==> config.mk <==
export PLATFORM = sky130hd
export DESIGN_NAME = tiled_ndim_cursor_address_core
export DESIGN_NICKNAME = d
export VERILOG_FILES = /design/src/rtl/tncur_pkg.sv /design/src/rtl/tncur_div.sv /design/src/rtl/tncur_dp.sv /design/src/rtl/tncur_ctrl.sv /design/src/rtl/tiled_ndim_cursor_address_core.sv
export SDC_FILE = /design/constraint.sdc
export NUM_CORES = 2
export LEC_CHECK = 0
export BUFFER_PORTS_ARGS = -buffer_cell sky130_fd_sc_hd__buf_2
export CAP_MARGIN = 20
export CORE_ASPECT_RATIO = 0.9
export CORE_MARGIN = 5
export CORE_UTILIZATION = 55
export DETAILED_ROUTE_END_ITERATION = 6
export PLACE_DENSITY = 0.72
export SLEW_MARGIN = 30
export SYNTH_ARGS = -nofsm -noshare
export SYNTH_HDL_FRONTEND = slang
export SYNTH_SLANG_ARGS = --single-unit
==> constraint.sdc <==
create_clock -name clk -period 14.9 [get_ports clk]
set_clock_uncertainty 0.2 [all_clocks]
set_input_delay 1.49 -clock clk [delete_from_list [all_inputs] [get_ports clk]]
set_output_delay 1.49 -clock clk [all_outputs]
set_load 0.01 [all_outputs]
==> src/rtl/tncur_pkg.sv <==
// Shared types and constants for the tiled n-dimensional cursor address block.
// Item structs, command and status between the controller and the datapath.
// No dependencies.
package tncur_pkg;

	localparam int DIV_W = 64;   // divider dividend width
	localparam int LEN_W = 7;    // holds a step count up to DIV_W
	localparam int POS_W = 44;   // signed linear position before truncation

	localparam logic [24:0] BLK_MAX = 25'h1FFFFFF;
	localparam logic [16:0] OFF_MAX = 17'h1FFFF;

	localparam logic [2:0] KIND_INIT   = 3'd0;
	localparam logic [2:0] KIND_PUT    = 3'd1;
	localparam logic [2:0] KIND_MOVE   = 3'd2;
	localparam logic [2:0] KIND_NEXT   = 3'd3;
	localparam logic [2:0] KIND_PREV   = 3'd4;
	localparam logic [2:0] KIND_SETPOS = 3'd5;
	localparam logic [2:0] KIND_READ   = 3'd6;

	localparam logic [2:0] CFG_DIM_COUNT     = 3'd0;
	localparam logic [2:0] CFG_DIM_LENGTHS   = 3'd1;
	localparam logic [2:0] CFG_TILE_LENGTHS  = 3'd2;
	localparam logic [2:0] CFG_TILE_STRIDES  = 3'd3;
	localparam logic [2:0] CFG_INNER_STRIDES = 3'd4;
	localparam logic [2:0] CFG_TILE_SIZE     = 3'd5;
	localparam logic [2:0] CFG_TOTAL_POINTS  = 3'd6;

	localparam logic [63:0] CFG_PACKED_RESET = 64'h0001_0001_0001_0001;

	typedef struct packed {
		logic [2:0]         kind;
		logic signed [15:0] coord_a;
		logic signed [15:0] coord_b;
		logic signed [15:0] coord_c;
		logic signed [15:0] coord_d;
		logic [1:0]         move_dim;
		logic signed [15:0] move_amount;
		logic [23:0]        set_position;
	} in_item_t;

	typedef struct packed {
		logic [24:0] out_block;
		logic [16:0] out_offset;
		logic [23:0] out_position;
		logic [15:0] point_a;
		logic [15:0] point_b;
		logic [15:0] point_c;
		logic [15:0] point_d;
		logic        at_limit;
	} out_item_t;

	typedef enum logic [4:0] {
		OP_NONE,
		OP_LOAD,
		OP_INIT,
		OP_DIV_MOD,
		OP_DIV_TILE,
		OP_MUL_B,
		OP_MUL_O,
		OP_ACC_O,
		OP_PUT_END,
		OP_POS_MUL,
		OP_POS_ADD,
		OP_STEP,
		OP_SETPOS,
		OP_GO_END,
		OP_REC_START,
		OP_DIV_RB,
		OP_DIV_RO,
		OP_REC_MUL,
		OP_REC_SUM,
		OP_EMIT
	} dp_op_t;

	typedef struct packed {
		dp_op_t     op;
		logic [1:0] dim;
	} dp_cmd_t;

	typedef struct packed {
		logic       div_busy;
		logic [2:0] d_used;
		logic       step_go;
		logic       out_busy;
	} dp_status_t;

	typedef enum logic [4:0] {
		S_IDLE,
		S_INIT,
		S_PM_GO,
		S_PM_W,
		S_PT_W,
		S_MUL_O,
		S_ACC_O,
		S_PUT_END,
		S_POS_MUL,
		S_POS_ADD,
		S_STEP,
		S_SETPOS,
		S_GO_W,
		S_REC_START,
		S_RB_GO,
		S_RB_W,
		S_RO_W,
		S_REC_SUM,
		S_OMUL,
		S_OADD,
		S_EMIT
	} ctrl_state_t;

	function automatic logic [15:0] field16(input logic [63:0] r, input logic [1:0] k);
		return r[16*k +: 16];
	endfunction

endpackage

==> src/rtl/tncur_div.sv <==
// Restoring divider, one quotient bit per cycle, variable step count.
// A zero divisor gives quotient 0 and the dividend as remainder.
// Depends on tncur_pkg.
module tncur_div (
	input  logic                        clk,
	input  logic                        arst_n,
	input  logic                        start,
	input  logic [tncur_pkg::DIV_W-1:0] dividend,
	input  logic [16:0]                 divisor,
	input  logic [tncur_pkg::LEN_W-1:0] len,
	output logic                        busy,
	output logic [tncur_pkg::DIV_W-1:0] quotient,
	output logic [tncur_pkg::DIV_W-1:0] remainder
);
	import tncur_pkg::*;

	logic [LEN_W-1:0] cnt_q;
	logic [DIV_W-1:0] quo_q;
	logic [DIV_W-1:0] dvd_q;
	logic [16:0]      rem_q;
	logic [16:0]      dsr_q;
	logic             dz_q;
	logic [17:0]      trial;
	logic             ge;
	logic [16:0]      step_rem;

	assign trial    = {rem_q, quo_q[DIV_W-1]};
	assign ge       = trial >= {1'b0, dsr_q};
	assign step_rem = ge ? 17'(trial - {1'b0, dsr_q}) : trial[16:0];
	assign busy     = cnt_q != '0;

	always_ff @(posedge clk or negedge arst_n) begin
		if (!arst_n) begin
			cnt_q <= '0;
		end else if (start) begin
			cnt_q <= len;
		end else if (busy) begin
			cnt_q <= cnt_q - 1'b1;
		end
	end

	// dividend is left-aligned so that only len steps are needed
	always_ff @(posedge clk) begin
		if (start) begin
			quo_q <= dividend << (LEN_W'(DIV_W) - len);
			rem_q <= '0;
			dvd_q <= dividend;
			dsr_q <= divisor;
			dz_q  <= divisor == '0;
		end else if (busy) begin
			quo_q <= {quo_q[DIV_W-2:0], ge};
			rem_q <= step_rem;
		end
	end

	assign quotient  = dz_q ? '0 : quo_q;
	assign remainder = dz_q ? dvd_q : {{(DIV_W-17){1'b0}}, rem_q};

endmodule

==> src/rtl/tncur_dp.sv <==
// Datapath: configuration registers, cursor state, shared multiplier, divider.
// Executes one command from the controller each cycle.
// Depends on tncur_pkg and tncur_div.
module tncur_dp #(
	parameter int MAX_DIMS   = 4,
	parameter int COORD_BITS = 16
) (
	input  logic                   clk,
	input  logic                   arst_n,
	input  logic                   cfg_we,
	input  logic [2:0]             cfg_index,
	input  logic [63:0]            cfg_data,
	input  tncur_pkg::in_item_t    in_data,
	input  tncur_pkg::dp_cmd_t     cmd,
	output tncur_pkg::dp_status_t  status,
	output logic                   out_valid,
	input  logic                   out_ready,
	output tncur_pkg::out_item_t   out_data
);
	import tncur_pkg::*;

	localparam int NUSED = (MAX_DIMS < 4) ? MAX_DIMS : 4;
	localparam int CW    = (COORD_BITS > 16) ? COORD_BITS : 16;
	localparam int XW    = CW + 2;

	// configuration
	logic [2:0]  dim_count_q;
	logic [63:0] dim_len_q, tile_len_q, tile_str_q, inner_str_q;
	logic [16:0] tile_size_q;
	logic [24:0] total_q;

	// cursor state
	logic [24:0]           blk_q;
	logic [16:0]           off_q;
	logic [COORD_BITS-1:0] pt_q [4];
	logic                  limit_q;
	logic                  out_valid_q;
	out_item_t             out_q;

	// scratch
	in_item_t               in_q;
	logic [34:0]            acc_b_q, acc_o_q;
	logic signed [51:0]     prod_q;
	logic signed [POS_W-1:0] p_q;
	logic [DIV_W-1:0]       rb_q;
	logic [16:0]            ro_q;
	logic [COORD_BITS-1:0]  bq_q, oq_q;
	logic                   neg_q;
	logic [15:0]            r_tile_q;

	logic [2:0]  d_used;
	logic [16:0] tsz;
	logic [1:0]  k;
	logic [15:0] l_k, tl_k, ts_k, is_k;

	logic signed [XW-1:0] x_val, cp_s, m_s, coord_s;
	logic [XW-2:0]        ax;
	logic [15:0]          z_fix;

	logic signed [POS_W-1:0] pm2;
	logic                    step_go, step_limit;
	logic [DIV_W-1:0]        step_dvd;
	logic signed [25:0]      blkm1;

	logic               div_start, div_busy;
	logic [DIV_W-1:0]   div_dvd, div_quo, div_rem;
	logic [16:0]        div_dsr;
	logic [LEN_W-1:0]   div_len;

	logic signed [33:0] mul_a;
	logic signed [17:0] mul_b;

	assign d_used = (dim_count_q > 3'(NUSED)) ? 3'(NUSED) : dim_count_q;
	assign tsz    = (tile_size_q == '0) ? 17'd1 : tile_size_q;
	assign k      = cmd.dim;
	assign l_k    = field16(dim_len_q, k);
	assign tl_k   = (field16(tile_len_q, k) == '0) ? 16'd1 : field16(tile_len_q, k);
	assign ts_k   = field16(tile_str_q, k);
	assign is_k   = field16(inner_str_q, k);

	// zero-based coordinate before wrapping
	always_comb begin
		case (k)
			2'd0:    coord_s = XW'(in_q.coord_a);
			2'd1:    coord_s = XW'(in_q.coord_b);
			2'd2:    coord_s = XW'(in_q.coord_c);
			default: coord_s = XW'(in_q.coord_d);
		endcase
	end
	assign cp_s  = $signed({{(XW-COORD_BITS){1'b0}}, pt_q[k]});
	assign m_s   = (in_q.move_dim == k) ? XW'(in_q.move_amount) : '0;
	assign x_val = (in_q.kind == KIND_MOVE) ? (cp_s + m_s - XW'(1)) : (coord_s - XW'(1));
	assign ax    = x_val[XW-1] ? (XW-1)'(-x_val) : x_val[XW-2:0];

	// truncating remainder turned into a floored modulo
	always_comb begin
		if (l_k == '0)
			z_fix = '0;
		else if (neg_q && div_rem[15:0] != '0)
			z_fix = l_k - div_rem[15:0];
		else
			z_fix = div_rem[15:0];
	end

	assign blkm1 = $signed({1'b0, blk_q}) - 26'sd1;
	assign pm2   = p_q - POS_W'(2);

	always_comb begin
		if (in_q.kind == KIND_NEXT) begin
			step_go    = !p_q[POS_W-1] && (p_q < $signed({{(POS_W-25){1'b0}}, total_q}));
			step_limit = !step_go;
			step_dvd   = {{(DIV_W-POS_W){1'b0}}, p_q};
		end else begin
			step_go    = !pm2[POS_W-1];
			step_limit = pm2[POS_W-1] || (pm2 == '0);
			step_dvd   = {{(DIV_W-POS_W){1'b0}}, pm2};
		end
	end

	always_comb begin
		div_start = 1'b0;
		div_dvd   = '0;
		div_dsr   = '0;
		div_len   = '0;
		case (cmd.op)
			OP_DIV_MOD: begin
				div_start = 1'b1;
				div_dvd   = {{(DIV_W-XW+1){1'b0}}, ax};
				div_dsr   = {1'b0, l_k};
				div_len   = LEN_W'(XW-1);
			end
			OP_DIV_TILE: begin
				div_start = 1'b1;
				div_dvd   = {{(DIV_W-16){1'b0}}, z_fix};
				div_dsr   = {1'b0, tl_k};
				div_len   = LEN_W'(16);
			end
			OP_STEP: begin
				div_start = step_go;
				div_dvd   = step_dvd;
				div_dsr   = tsz;
				div_len   = LEN_W'(POS_W);
			end
			OP_SETPOS: begin
				div_start = 1'b1;
				div_dvd   = {{(DIV_W-24){1'b0}}, in_q.set_position};
				div_dsr   = tsz;
				div_len   = LEN_W'(24);
			end
			OP_DIV_RB: begin
				div_start = 1'b1;
				div_dvd   = rb_q;
				div_dsr   = {1'b0, ts_k};
				div_len   = (|rb_q[DIV_W-1:25]) ? LEN_W'(DIV_W) : LEN_W'(25);
			end
			OP_DIV_RO: begin
				div_start = 1'b1;
				div_dvd   = {{(DIV_W-17){1'b0}}, ro_q};
				div_dsr   = {1'b0, is_k};
				div_len   = LEN_W'(17);
			end
			default: ;
		endcase
	end

	tncur_div u_div (
		.clk       (clk),
		.arst_n    (arst_n),
		.start     (div_start),
		.dividend  (div_dvd),
		.divisor   (div_dsr),
		.len       (div_len),
		.busy      (div_busy),
		.quotient  (div_quo),
		.remainder (div_rem)
	);

	// one shared multiplier, operands chosen by the command
	always_comb begin
		mul_a = '0;
		mul_b = '0;
		case (cmd.op)
			OP_MUL_B: begin
				mul_a = $signed({18'b0, div_quo[15:0]});
				mul_b = $signed({2'b0, ts_k});
			end
			OP_MUL_O: begin
				mul_a = $signed({18'b0, r_tile_q});
				mul_b = $signed({2'b0, is_k});
			end
			OP_POS_MUL: begin
				mul_a = 34'(blkm1);
				mul_b = $signed({1'b0, tsz});
			end
			OP_REC_MUL: begin
				mul_a = $signed({{(34-COORD_BITS){1'b0}}, bq_q});
				mul_b = $signed({2'b0, tl_k});
			end
			default: ;
		endcase
	end

	always_ff @(posedge clk or negedge arst_n) begin
		if (!arst_n) begin
			dim_count_q <= 3'd1;
			dim_len_q   <= CFG_PACKED_RESET;
			tile_len_q  <= CFG_PACKED_RESET;
			tile_str_q  <= CFG_PACKED_RESET;
			inner_str_q <= CFG_PACKED_RESET;
			tile_size_q <= 17'd1;
			total_q     <= 25'd1;
			blk_q       <= 25'd1;
			off_q       <= 17'd1;
			for (int i = 0; i < 4; i++) pt_q[i] <= COORD_BITS'(1);
			limit_q     <= 1'b0;
			out_valid_q <= 1'b0;
		end else begin
			if (cfg_we) begin
				case (cfg_index)
					CFG_DIM_COUNT:     dim_count_q <= cfg_data[2:0];
					CFG_DIM_LENGTHS:   dim_len_q   <= cfg_data;
					CFG_TILE_LENGTHS:  tile_len_q  <= cfg_data;
					CFG_TILE_STRIDES:  tile_str_q  <= cfg_data;
					CFG_INNER_STRIDES: inner_str_q <= cfg_data;
					CFG_TILE_SIZE:     tile_size_q <= cfg_data[16:0];
					CFG_TOTAL_POINTS:  total_q     <= cfg_data[24:0];
					default: ;
				endcase
			end
			if (cmd.op == OP_EMIT)
				out_valid_q <= 1'b1;
			else if (out_valid_q && out_ready)
				out_valid_q <= 1'b0;
			case (cmd.op)
				OP_LOAD: limit_q <= 1'b0;
				OP_INIT: begin
					blk_q <= 25'd1;
					off_q <= 17'd1;
				end
				OP_PUT_END: begin
					blk_q <= (acc_b_q > 35'(BLK_MAX)) ? BLK_MAX : acc_b_q[24:0];
					off_q <= (acc_o_q > 35'(OFF_MAX)) ? OFF_MAX : acc_o_q[16:0];
				end
				OP_STEP: limit_q <= step_limit;
				OP_GO_END: begin
					blk_q <= div_quo[24:0] + 25'd1;
					off_q <= div_rem[16:0] + 17'd1;
				end
				OP_REC_START: for (int i = 0; i < 4; i++) pt_q[i] <= COORD_BITS'(1);
				OP_REC_SUM:   pt_q[k] <= prod_q[COORD_BITS-1:0] + oq_q + COORD_BITS'(1);
				default: ;
			endcase
		end
	end

	always_ff @(posedge clk) begin
		case (cmd.op)
			OP_LOAD: begin
				in_q    <= in_data;
				acc_b_q <= 35'd1;
				acc_o_q <= 35'd1;
			end
			OP_DIV_MOD: neg_q <= x_val[XW-1];
			OP_MUL_B: begin
				prod_q   <= mul_a * mul_b;
				r_tile_q <= div_rem[15:0];
			end
			OP_MUL_O: begin
				acc_b_q <= acc_b_q + {3'b0, prod_q[31:0]};
				prod_q  <= mul_a * mul_b;
			end
			OP_ACC_O:   acc_o_q <= acc_o_q + {3'b0, prod_q[31:0]};
			OP_POS_MUL: prod_q  <= mul_a * mul_b;
			OP_POS_ADD: p_q     <= prod_q[POS_W-1:0] + {{(POS_W-17){1'b0}}, off_q};
			OP_REC_START: begin
				// tile number zero stands for one below zero, all ones
				rb_q <= (blk_q == '0) ? '1 : {{(DIV_W-25){1'b0}}, 25'(blk_q - 25'd1)};
				ro_q <= off_q - 17'd1;
			end
			OP_DIV_RO: begin
				bq_q <= div_quo[COORD_BITS-1:0];
				rb_q <= div_rem;
			end
			OP_REC_MUL: begin
				prod_q <= mul_a * mul_b;
				oq_q   <= div_quo[COORD_BITS-1:0];
				ro_q   <= div_rem[16:0];
			end
			OP_EMIT: begin
				out_q.out_block    <= blk_q;
				out_q.out_offset   <= off_q;
				out_q.out_position <= 24'(p_q[23:0] - 24'd1);
				out_q.point_a      <= (3'd0 < d_used) ? 16'(pt_q[0]) : 16'd0;
				out_q.point_b      <= (3'd1 < d_used) ? 16'(pt_q[1]) : 16'd0;
				out_q.point_c      <= (3'd2 < d_used) ? 16'(pt_q[2]) : 16'd0;
				out_q.point_d      <= (3'd3 < d_used) ? 16'(pt_q[3]) : 16'd0;
				out_q.at_limit     <= limit_q;
			end
			default: ;
		endcase
	end

	assign out_valid       = out_valid_q;
	assign out_data        = out_q;
	assign status.div_busy = div_busy;
	assign status.d_used   = d_used;
	assign status.step_go  = step_go;
	assign status.out_busy = out_valid_q && !out_ready;

`ifndef SYNTH
	a_div_idle: assert property (@(posedge clk) disable iff (!arst_n)
		div_start |-> !div_busy)
		else $error("divider started while busy");
	a_emit_free: assert property (@(posedge clk) disable iff (!arst_n)
		(cmd.op == OP_EMIT) |-> !(out_valid_q && !out_ready))
		else $error("result overwritten before transfer");
	a_put_nonzero: assert property (@(posedge clk) disable iff (!arst_n)
		(cmd.op == OP_PUT_END) |=> (blk_q != '0 && off_q != '0))
		else $error("put left a zero tile or offset");
`endif

endmodule

==> src/rtl/tncur_ctrl.sv <==
// Controller: sequences the datapath through put, step, jump and recovery.
// Holds the dimension counter; talks to the datapath by command and status.
// Depends on tncur_pkg.
module tncur_ctrl (
	input  logic                  clk,
	input  logic                  arst_n,
	input  logic                  in_valid,
	input  logic [2:0]            in_kind,
	output logic                  in_ready,
	input  tncur_pkg::dp_status_t status,
	output tncur_pkg::dp_cmd_t    cmd
);
	import tncur_pkg::*;

	ctrl_state_t state_q, state_d;
	logic [1:0]  k_q, k_d;
	logic [1:0]  k_last;

	assign k_last = 2'(status.d_used - 3'd1);

	always_ff @(posedge clk or negedge arst_n) begin
		if (!arst_n) begin
			state_q <= S_IDLE;
			k_q     <= '0;
		end else begin
			state_q <= state_d;
			k_q     <= k_d;
		end
	end

	always_comb begin
		state_d  = state_q;
		k_d      = k_q;
		in_ready = 1'b0;
		cmd.op   = OP_NONE;
		cmd.dim  = k_q;
		case (state_q)
			S_IDLE: begin
				in_ready = 1'b1;
				if (in_valid) begin
					cmd.op = OP_LOAD;
					k_d    = '0;
					case (in_kind)
						KIND_INIT:   state_d = S_INIT;
						KIND_PUT,
						KIND_MOVE:   state_d = (status.d_used == '0) ? S_PUT_END : S_PM_GO;
						KIND_NEXT,
						KIND_PREV:   state_d = S_POS_MUL;
						KIND_SETPOS: state_d = S_SETPOS;
						default:     state_d = S_REC_START;
					endcase
				end
			end
			S_INIT: begin
				cmd.op  = OP_INIT;
				state_d = S_REC_START;
			end
			S_PM_GO: begin
				cmd.op  = OP_DIV_MOD;
				state_d = S_PM_W;
			end
			S_PM_W: begin
				if (!status.div_busy) begin
					cmd.op  = OP_DIV_TILE;
					state_d = S_PT_W;
				end
			end
			S_PT_W: begin
				if (!status.div_busy) begin
					cmd.op  = OP_MUL_B;
					state_d = S_MUL_O;
				end
			end
			S_MUL_O: begin
				cmd.op  = OP_MUL_O;
				state_d = S_ACC_O;
			end
			S_ACC_O: begin
				cmd.op = OP_ACC_O;
				if (k_q == k_last) begin
					state_d = S_PUT_END;
				end else begin
					k_d     = k_q + 2'd1;
					state_d = S_PM_GO;
				end
			end
			S_PUT_END: begin
				cmd.op  = OP_PUT_END;
				state_d = S_REC_START;
			end
			S_POS_MUL: begin
				cmd.op  = OP_POS_MUL;
				state_d = S_POS_ADD;
			end
			S_POS_ADD: begin
				cmd.op  = OP_POS_ADD;
				state_d = S_STEP;
			end
			S_STEP: begin
				cmd.op  = OP_STEP;
				state_d = status.step_go ? S_GO_W : S_REC_START;
			end
			S_SETPOS: begin
				cmd.op  = OP_SETPOS;
				state_d = S_GO_W;
			end
			S_GO_W: begin
				if (!status.div_busy) begin
					cmd.op  = OP_GO_END;
					state_d = S_REC_START;
				end
			end
			S_REC_START: begin
				cmd.op = OP_REC_START;
				if (status.d_used == '0) begin
					state_d = S_OMUL;
				end else begin
					k_d     = k_last;
					state_d = S_RB_GO;
				end
			end
			S_RB_GO: begin
				cmd.op  = OP_DIV_RB;
				state_d = S_RB_W;
			end
			S_RB_W: begin
				if (!status.div_busy) begin
					cmd.op  = OP_DIV_RO;
					state_d = S_RO_W;
				end
			end
			S_RO_W: begin
				if (!status.div_busy) begin
					cmd.op  = OP_REC_MUL;
					state_d = S_REC_SUM;
				end
			end
			S_REC_SUM: begin
				cmd.op = OP_REC_SUM;
				if (k_q == '0) begin
					state_d = S_OMUL;
				end else begin
					k_d     = k_q - 2'd1;
					state_d = S_RB_GO;
				end
			end
			S_OMUL: begin
				cmd.op  = OP_POS_MUL;
				state_d = S_OADD;
			end
			S_OADD: begin
				cmd.op  = OP_POS_ADD;
				state_d = S_EMIT;
			end
			S_EMIT: begin
				if (!status.out_busy) begin
					cmd.op  = OP_EMIT;
					state_d = S_IDLE;
				end
			end
			default: state_d = S_IDLE;
		endcase
	end

`ifndef SYNTH
	a_one_item: assert property (@(posedge clk) disable iff (!arst_n)
		(in_valid && in_ready) |=> !in_ready)
		else $error("second transfer taken while an item is in work");
`endif

endmodule

==> src/rtl/tiled_ndim_cursor_address_core.sv <==
// Top level of the tiled n-dimensional cursor address block.
// Instantiates the controller and the datapath. Depends on tncur_pkg, tncur_ctrl and tncur_dp.
//
// Usage:
//   in_valid/in_ready/in_data carry one command; out_valid/out_ready/out_data
//   carry its single answer (tile, offset, linear position, coordinates, limit).
//   cfg_we/cfg_index/cfg_data write a configuration register at once; write
//   only while no command is in work.
//   One command is worked at a time. It is served by the shared
//   one-bit-per-cycle divider, visited serially per dimension:
//     put or move : per dimension a modulo by the length and a divide by
//                   the tile length, then recovery;
//     next, prev  : multiply, add and step, plus a divide when the cursor moves;
//     set position: one divide; init and read none; then recovery.
//   Recovery divides by the tile and inner strides per dimension, outermost first
//   (full width when the tile number has wrapped to zero), then the answer is emitted.
//   The answer sits in an output register; the next command is accepted
//   once it has been loaded, even while the receiver stalls. A further answer
//   waits until the held one has been transferred.
//   Reset puts the cursor at the origin and the registers at one dimension
//   with all lengths, strides and sizes one.
module tiled_ndim_cursor_address_core #(
	parameter int MAX_DIMS   = 4,
	parameter int COORD_BITS = 16
) (
	input  logic                 clk,
	input  logic                 arst_n,
	input  logic                 cfg_we,
	input  logic [2:0]           cfg_index,
	input  logic [63:0]          cfg_data,
	input  logic                 in_valid,
	output logic                 in_ready,
	input  tncur_pkg::in_item_t  in_data,
	output logic                 out_valid,
	input  logic                 out_ready,
	output tncur_pkg::out_item_t out_data
);
	import tncur_pkg::*;

	dp_cmd_t    cmd;
	dp_status_t status;

	tncur_ctrl u_ctrl (
		.clk      (clk),
		.arst_n   (arst_n),
		.in_valid (in_valid),
		.in_kind  (in_data.kind),
		.in_ready (in_ready),
		.status   (status),
		.cmd      (cmd)
	);

	tncur_dp #(
		.MAX_DIMS   (MAX_DIMS),
		.COORD_BITS (COORD_BITS)
	) u_dp (
		.clk       (clk),
		.arst_n    (arst_n),
		.cfg_we    (cfg_we),
		.cfg_index (cfg_index),
		.cfg_data  (cfg_data),
		.in_data   (in_data),
		.cmd       (cmd),
		.status    (status),
		.out_valid (out_valid),
		.out_ready (out_ready),
		.out_data  (out_data)
	);

endmodule

# Word level (Yosys, flattened, before mapping)
# Index checks and enable logic that the tools add are counted.
# W data, S select, Z words.
[word_totals] regBits=1114 wordCells=281
[op_classes] n_addsub=23 multipliers=1 n_bitwise=1 reduce_logical=52 muxes=73 n_lt_le_gt_ge=11 eq_ne=66 shifts=5
[op_table] cell="$pmux W64 S6" n=1
[op_table] cell="$mux W64" n=4
[op_table] cell="$pmux W64 S2" n=2
[op_table] cell="$shiftx A64 B7 Y16" n=4
[op_table] cell="$pmux W35 S2" n=2
[op_table] cell="$pmux W34 S4" n=1
[op_table] cell="$pmux W5 S20" n=1
[op_table] cell="$mux W16" n=6
[op_table] cell="$pmux W5 S19" n=1
[op_table] cell="$pmux W17 S5" n=1
[op_table] cell="$eq A5 B4 Y1 const B" n=16
[op_table] cell="$pmux W25 S3" n=1
[op_table] cell="$add A35 B32 Y35" n=2
[op_table] cell="$mux W17" n=4
[op_table] cell="$pmux W17 S4" n=1
[op_table] cell="$bwmux W64" n=1
[op_table] cell="$shl A64 B7 Y64" n=1
[op_table] cell="$mux W5" n=12
[op_table] cell="$pmux W18 S3" n=1
[op_table] cell="$pmux W17 S3" n=1
[op_table] cell="$mux W25" n=2
[op_table] cell="$eq A5 B5 Y1 const B" n=9
[op_table] cell="$add A44 B17 Y44" n=1
[op_table] cell="$logic_not A44 Y1" n=1
[op_table] cell="other kinds (74)" n=156

# Depth between registers and ports, before layout
[depth] depth_word=12 ltp_mapped=36 mapped_depth_nobuf=33

# By module
# A second synthesis with hierarchy kept.
[hier_totals] hier_cells=7199 hier_area_um2=77619.4
[modules_own_cells] mod="tncur_dp" area_per_inst_um2=64565.7 seq_area_each_um2=26121.3 n_inst=1 cells_each=5923
[modules_own_cells] mod="tncur_div" area_per_inst_um2=11969.0 seq_area_each_um2=4899.7 n_inst=1 cells_each=1135
[modules_own_cells] mod="tncur_ctrl" area_per_inst_um2=1084.8 seq_area_each_um2=175.2 n_inst=1 cells_each=141

# Least setup slack after synthesis
# Ideal clock, no wire load.
[synth_path] path_type="register -> register" start="reg u_ctrl.k_q[0]" end="reg u_dp.prod_q[42] (data pin)" slack_ns=4.885 period_less_slack_ns=10.015 path_stages_with_launch=33 t_arrival_ns=9.557 n_path_buf=5 path_cell_list="dfrtp_1 buf_2 buf_2 buf_1 buf_1 mux4_2 a222oi_1 a21boi_1 clkbuf_1 nor2_1 fa_1 inv_1 fa_1 fa_1 inv_1 fa_1 fa_1 inv_1 fa_1 inv_1 ha_1 a21o_1 a21o_1 a21oi_1 o22ai_1 nor4b_1 a211oi_1 a211oi_1 o31ai_1 or4_1 a31o_2 a21oi_1 xnor2_1"
[synth_between] elab_chain_len=5
[synth_lines] item="start: declaration" line="tncur_ctrl.sv:16" source="logic [1:0] k_q, k_d;"
[synth_lines] item="start signal: assignment" line="tncur_ctrl.sv:27" source="k_q <= k_d;"
[synth_lines] item="$shiftx A64 B7 Y16" line="tncur_pkg.sv:113" source="return r[16*k +: 16];"
[synth_lines] item="$logic_not A16 Y1" line="tncur_dp.sv:77" source="assign tl_k = (field16(tile_len_q, k) == '0) ? 16'd1 : field16(tile_len_q, k);"
[synth_lines] item="$mux W16" line="tncur_dp.sv:77"
[synth_lines] item="$pmux W17 S4 (*)" line="tncur_dp.sv:182" source="case (cmd.op)"
[synth_lines] item="$mul A34 B18 Y44 (*)"
[synth_lines] item="end signal: assignment" line="tncur_dp.sv:265" source="prod_q <= mul_a * mul_b;"
[synth_lines] item="end signal: assignment" line="tncur_dp.sv:270" source="prod_q <= mul_a * mul_b;"
[synth_lines] item="end signal: assignment" line="tncur_dp.sv:273" source="OP_POS_MUL: prod_q <= mul_a * mul_b;"
[synth_lines] item="end: declaration" line="tncur_dp.sv:43" source="logic signed [51:0] prod_q;"
# Every way passes the cells marked *; elsewhere a longest branch is shown, timed or not.
# A chain may end at the register's enable or synchronous reset.

# Final worst setup path
[layout_path] start="reg u_ctrl.state_q[2]" end="reg u_dp.prod_q[43] (data pin)"
[layout_between] elab_chain_len=6
[layout_lines] item="start: declaration" line="tncur_ctrl.sv:15" source="ctrl_state_t state_q, state_d;"
[layout_lines] item="start signal: assignment" line="tncur_ctrl.sv:26" source="state_q <= state_d;"
[layout_lines] item="$eq A5 B4 Y1 / $eq A5 B5 Y1 (equally long branches)" line="tncur_ctrl.sv:37" source="case (state_q)"
[layout_lines] item="$reduce_or A2 Y1 (no source line)"
[layout_lines] item="$pmux W5 S19 (*)" line="tncur_ctrl.sv:37"
[layout_lines] item="$eq A5 B5 Y1 (tied with other cells)" line="tncur_dp.sv:182, tncur_dp.sv:257"
[layout_lines] item="$pmux W34 S4 / $pmux W17 S4 (equally long branches)" line="tncur_dp.sv:182"
[layout_lines] item="$mul A34 B18 Y44 (*)"
# Marked as above.

==> results.md <==
- WP data required: 15.14 ns
- Prevailing post-synth register cell: edfxtp_1
- Chip Width: 402 µm
- Largest net degree at the start of global routing: 115
- Vias per Instance: 6.40
- Port Buf Inserts: 313
- CP max FO: 37
- Main combinational cell family by area after synthesis: adder cells
- Min Tclk post-route: 11.33 ns
- Post-synth net total: 8,194
- GP Congestion: 1.05
- Seq/Total Area, Yosys: 41.0%
- Tot GR Track Use: 35.6%
- Ratio of cells with drive above 1 in the final layout: 15.4%
- Synth area leaders: edfxtp_1, dfrtp_1, fa_1, ha_1, mux2_2
- CP Class: reg2reg
- TNS Setup: 0 ns
- Fillers: 11,400
- Htree depth: 3
- Largest area contributor in the netlist: edfxtp_1
- Asr flop ratio synth: 38.0%
- Worst EP arrival: 11.58 ns
- EDFF count, synth: 674
- Die area: 146,000 µm²
- CP most frequent cell: fa_1
- Status: finished, final reports clean
- # hold bufs at CTS: 0
- Max VDD drop: 0.138 mV
- CP peak stage delay: 0.73 ns
- Leak: 35.4 nW
- CTS tree: built
- Syn avg cell area: 10.5 µm²
- Vias in the first global route: 59,000
- Synth Area in Adders: 16.6%
- Layout area overhead: 10.2%
- Initial antenna violation count: 16
- Multiplexer area fraction after synthesis: 8.17%
- Synth cell types: 98
- Syn Inst Count: 7,266
- Slew Viols, Final: 0
- Clock root buffer: clkbuf_16
- Via count: 60,400
- Synth Cell Area: 76,100 µm²
- Drt pass-1 iters: 7
- CTS Buf Count: 117
- Routed WL: 264,000 µm
- Routed len/inst: 27.9 µm
- Clk_lat worst skew: 0.80 ns
- Layout Nets: 8,421
- First-pass GRT wire length: 388,000 µm
- RSZ-0062 raised after global routing: false
- Maxcap violations: 0
- Setup Viol. Count Final: 0
- Initial Util: 55.3%
- Compound-Gate Fraction of Synth Area: 11.5%
- Die height: 363 µm
- Worst-path clk slew: 0.06 ns
- Number of instances resized during post-cts repair: 0
- Crit. End Element: flop
- PD cells: 199 nW/µm²
- Startpoint types: flop
- Period utilisation layout: 76.1%
- Top Ports: 314
- GRT Residual Overflow: 0
- Hold crit path type: reg2reg
- Hold Vio Cnt, Final: 0
- Simple-Gate Fraction of Synth Area: 13.6%
- CTS sink count: 1,114
- Clock Tree Buf Depth: 3
- Seq cells post-synth: 1,114
- Core area: 138,000 µm²
- Residual DRC: 0
- Relative slew slack: 23.0%
- Post-Synth XOR/XNOR Area: 3.71%
- Critical-path top delay cell: dfrtp_1
- Row Count: 129
- Measured slew at the worst slew-check pin: 1.15 ns
- Drt initial violations: 7,891
- DP HPWL: 200,000 µm
- YS warnings: 0
- Post-DRT Antenna Nets: 0
- Fmax: 88.2 MHz
- Post-CTS setup buffer count: 0
- Core Util, Final: 60.9%
- Post-synth top area share: 26.6%
==> cell usage after synthesis, drive strengths merged, types with 113 or more instances <==
library cell / n
nand2: 768
inv: 718
edfxtp: 674
nor2: 580
fa: 439
dfrtp: 398
o21ai: 367
mux2: 315
ha: 308
clkbuf: 301
a21oi: 231
xnor2: 209
nand3: 197
nor3: 121
xor2: 113
==> per-layer routing <==
layer	share of wire [%]	track usage [%]	vias to the layer above
met3	13	10.5	686
met1	39	49.1	30100
met4	5.8	17.2	18
met5	0.045	0	-
met2	42	51.7	3671
li1	-	-	26000
==> through the flow <==
stage          instance area [µm²]  setup slack (ns)  hold WS (ns)  std cells  total power [mW]
2_1_floorplan                76100              4.89         0.225       7266              10.3
3_3_place_gp                 79800              3.62         0.282       9202              13.2
3_5_place_dp                 79900              3.52         0.290       9206              13.4
4_1_cts                      83700              3.77         0.305       9427              16.4
5_1_grt                      83800              3.08         0.310       9431              17.4
6_report                     83800              3.57         0.301       9438              16.7
==> cells by family after synthesis <==
kind of cell / Yosys count
xor+xnor: 322
buf+inv: 1077
flops: 1114
simple gates: 2228
fa+ha+maj: 748
compound gates: 1299
mux: 478
==> state kept, by name, indices dropped and copies added, names as in the netlist, 64 cells and up <==
| register | flops |
|---|---|
| u_dp.tile_str_q | 64 |
| u_dp.dim_len_q | 64 |
| u_dp.tile_len_q | 64 |
| u_dp.out_data | 131 |
| u_dp.u_div.quo_q | 64 |
| u_dp.pt_q | 64 |
| u_dp.u_div.dvd_q | 64 |
| u_dp.inner_str_q | 64 |
| u_dp.rb_q | 64 |
| u_dp.in_q | 109 |
==> area by class of cell <==
class | instances | area [µm²] | area share (%)
antenna | 9 | 22.5 | 0.0269
clock buffer | 155 | 3210 | 3.83
clock inverter | 66 | 672 | 0.802
inverter | 720 | 2710 | 3.24
multi-input combinational | 5075 | 41000 | 48.9
sequential | 1114 | 31200 | 37.2
tap | 1834 | 2290 | 2.74
timing repair buffer | 465 | 2710 | 3.24
==> layout by cell type (no fill, tap or decap), types with 26 or more instances in the layout <==
cell	count
o211ai_1	77
o21ai_0	356
buf_2	315
nand2b_1	59
o21a_1	46
clkinv_2	26
a21oi_1	231
clkbuf_16	117
a21o_1	87
nor3_1	111
a22o_1	45
buf_4	145
xor2_1	112
a22oi_1	26
dfrtp_1	396
or3_1	43
a211oi_1	61
nand2_1	762
a222oi_1	40
nand4_1	48
nor4_1	66
ha_1	307
xnor2_1	207
nand3_1	195
and2_1	80
inv_1	713
mux4_2	83
a221oi_1	38
edfxtp_1	674
mux2_2	315
nor2_1	575
and3_1	76
mux2i_1	78
nor2b_1	83
fa_1	439
a31oi_1	34
==> worst paths after layout <==
| check | startpoint | to | slack [ns] | cells after the start |
|---|---|---|---|---|
| min in group asynchronous | arst_n | u_dp.tile_str_q[13] | 0.58 | 1 |
| max in group asynchronous | arst_n | u_dp.off_q[14] | 11.55 | 3 |
| worst max register to register | u_ctrl.state_q[2] | u_dp.prod_q[43] | 3.57 | 28 |
| worst min-delay path | u_dp.inner_str_q[11] | u_dp.inner_str_q[11] | 0.30 | 1 |
| worst max-delay path | u_ctrl.state_q[2] | u_dp.prod_q[43] | 3.57 | 28 |
| worst min register to register | u_dp.inner_str_q[11] | u_dp.inner_str_q[11] | 0.30 | 1 |
==> power by group <==
| group | total [mW] | switching, mW | internal [mW] |
|---|---|---|---|
| clock network | 2.98 | 1.33 | 1.65 |
| logic | 8.49 | 5.55 | 2.94 |
| registers | 5.22 | 0.876 | 4.34 |
==> worst max-delay path: cells and delay by family, from the launching register on <==
family	cells	cell delay (ns)
and+or+nand+nor	8	3.40
buffers and inverters	4	0.68
AOI/OAI and AO/OA	8	2.42
xor gates and xnor gates	1	0.09
DFF	1	0.73
adders and majority gates	7	3.36
Note: power is estimated with default switching activity, not from simulation.
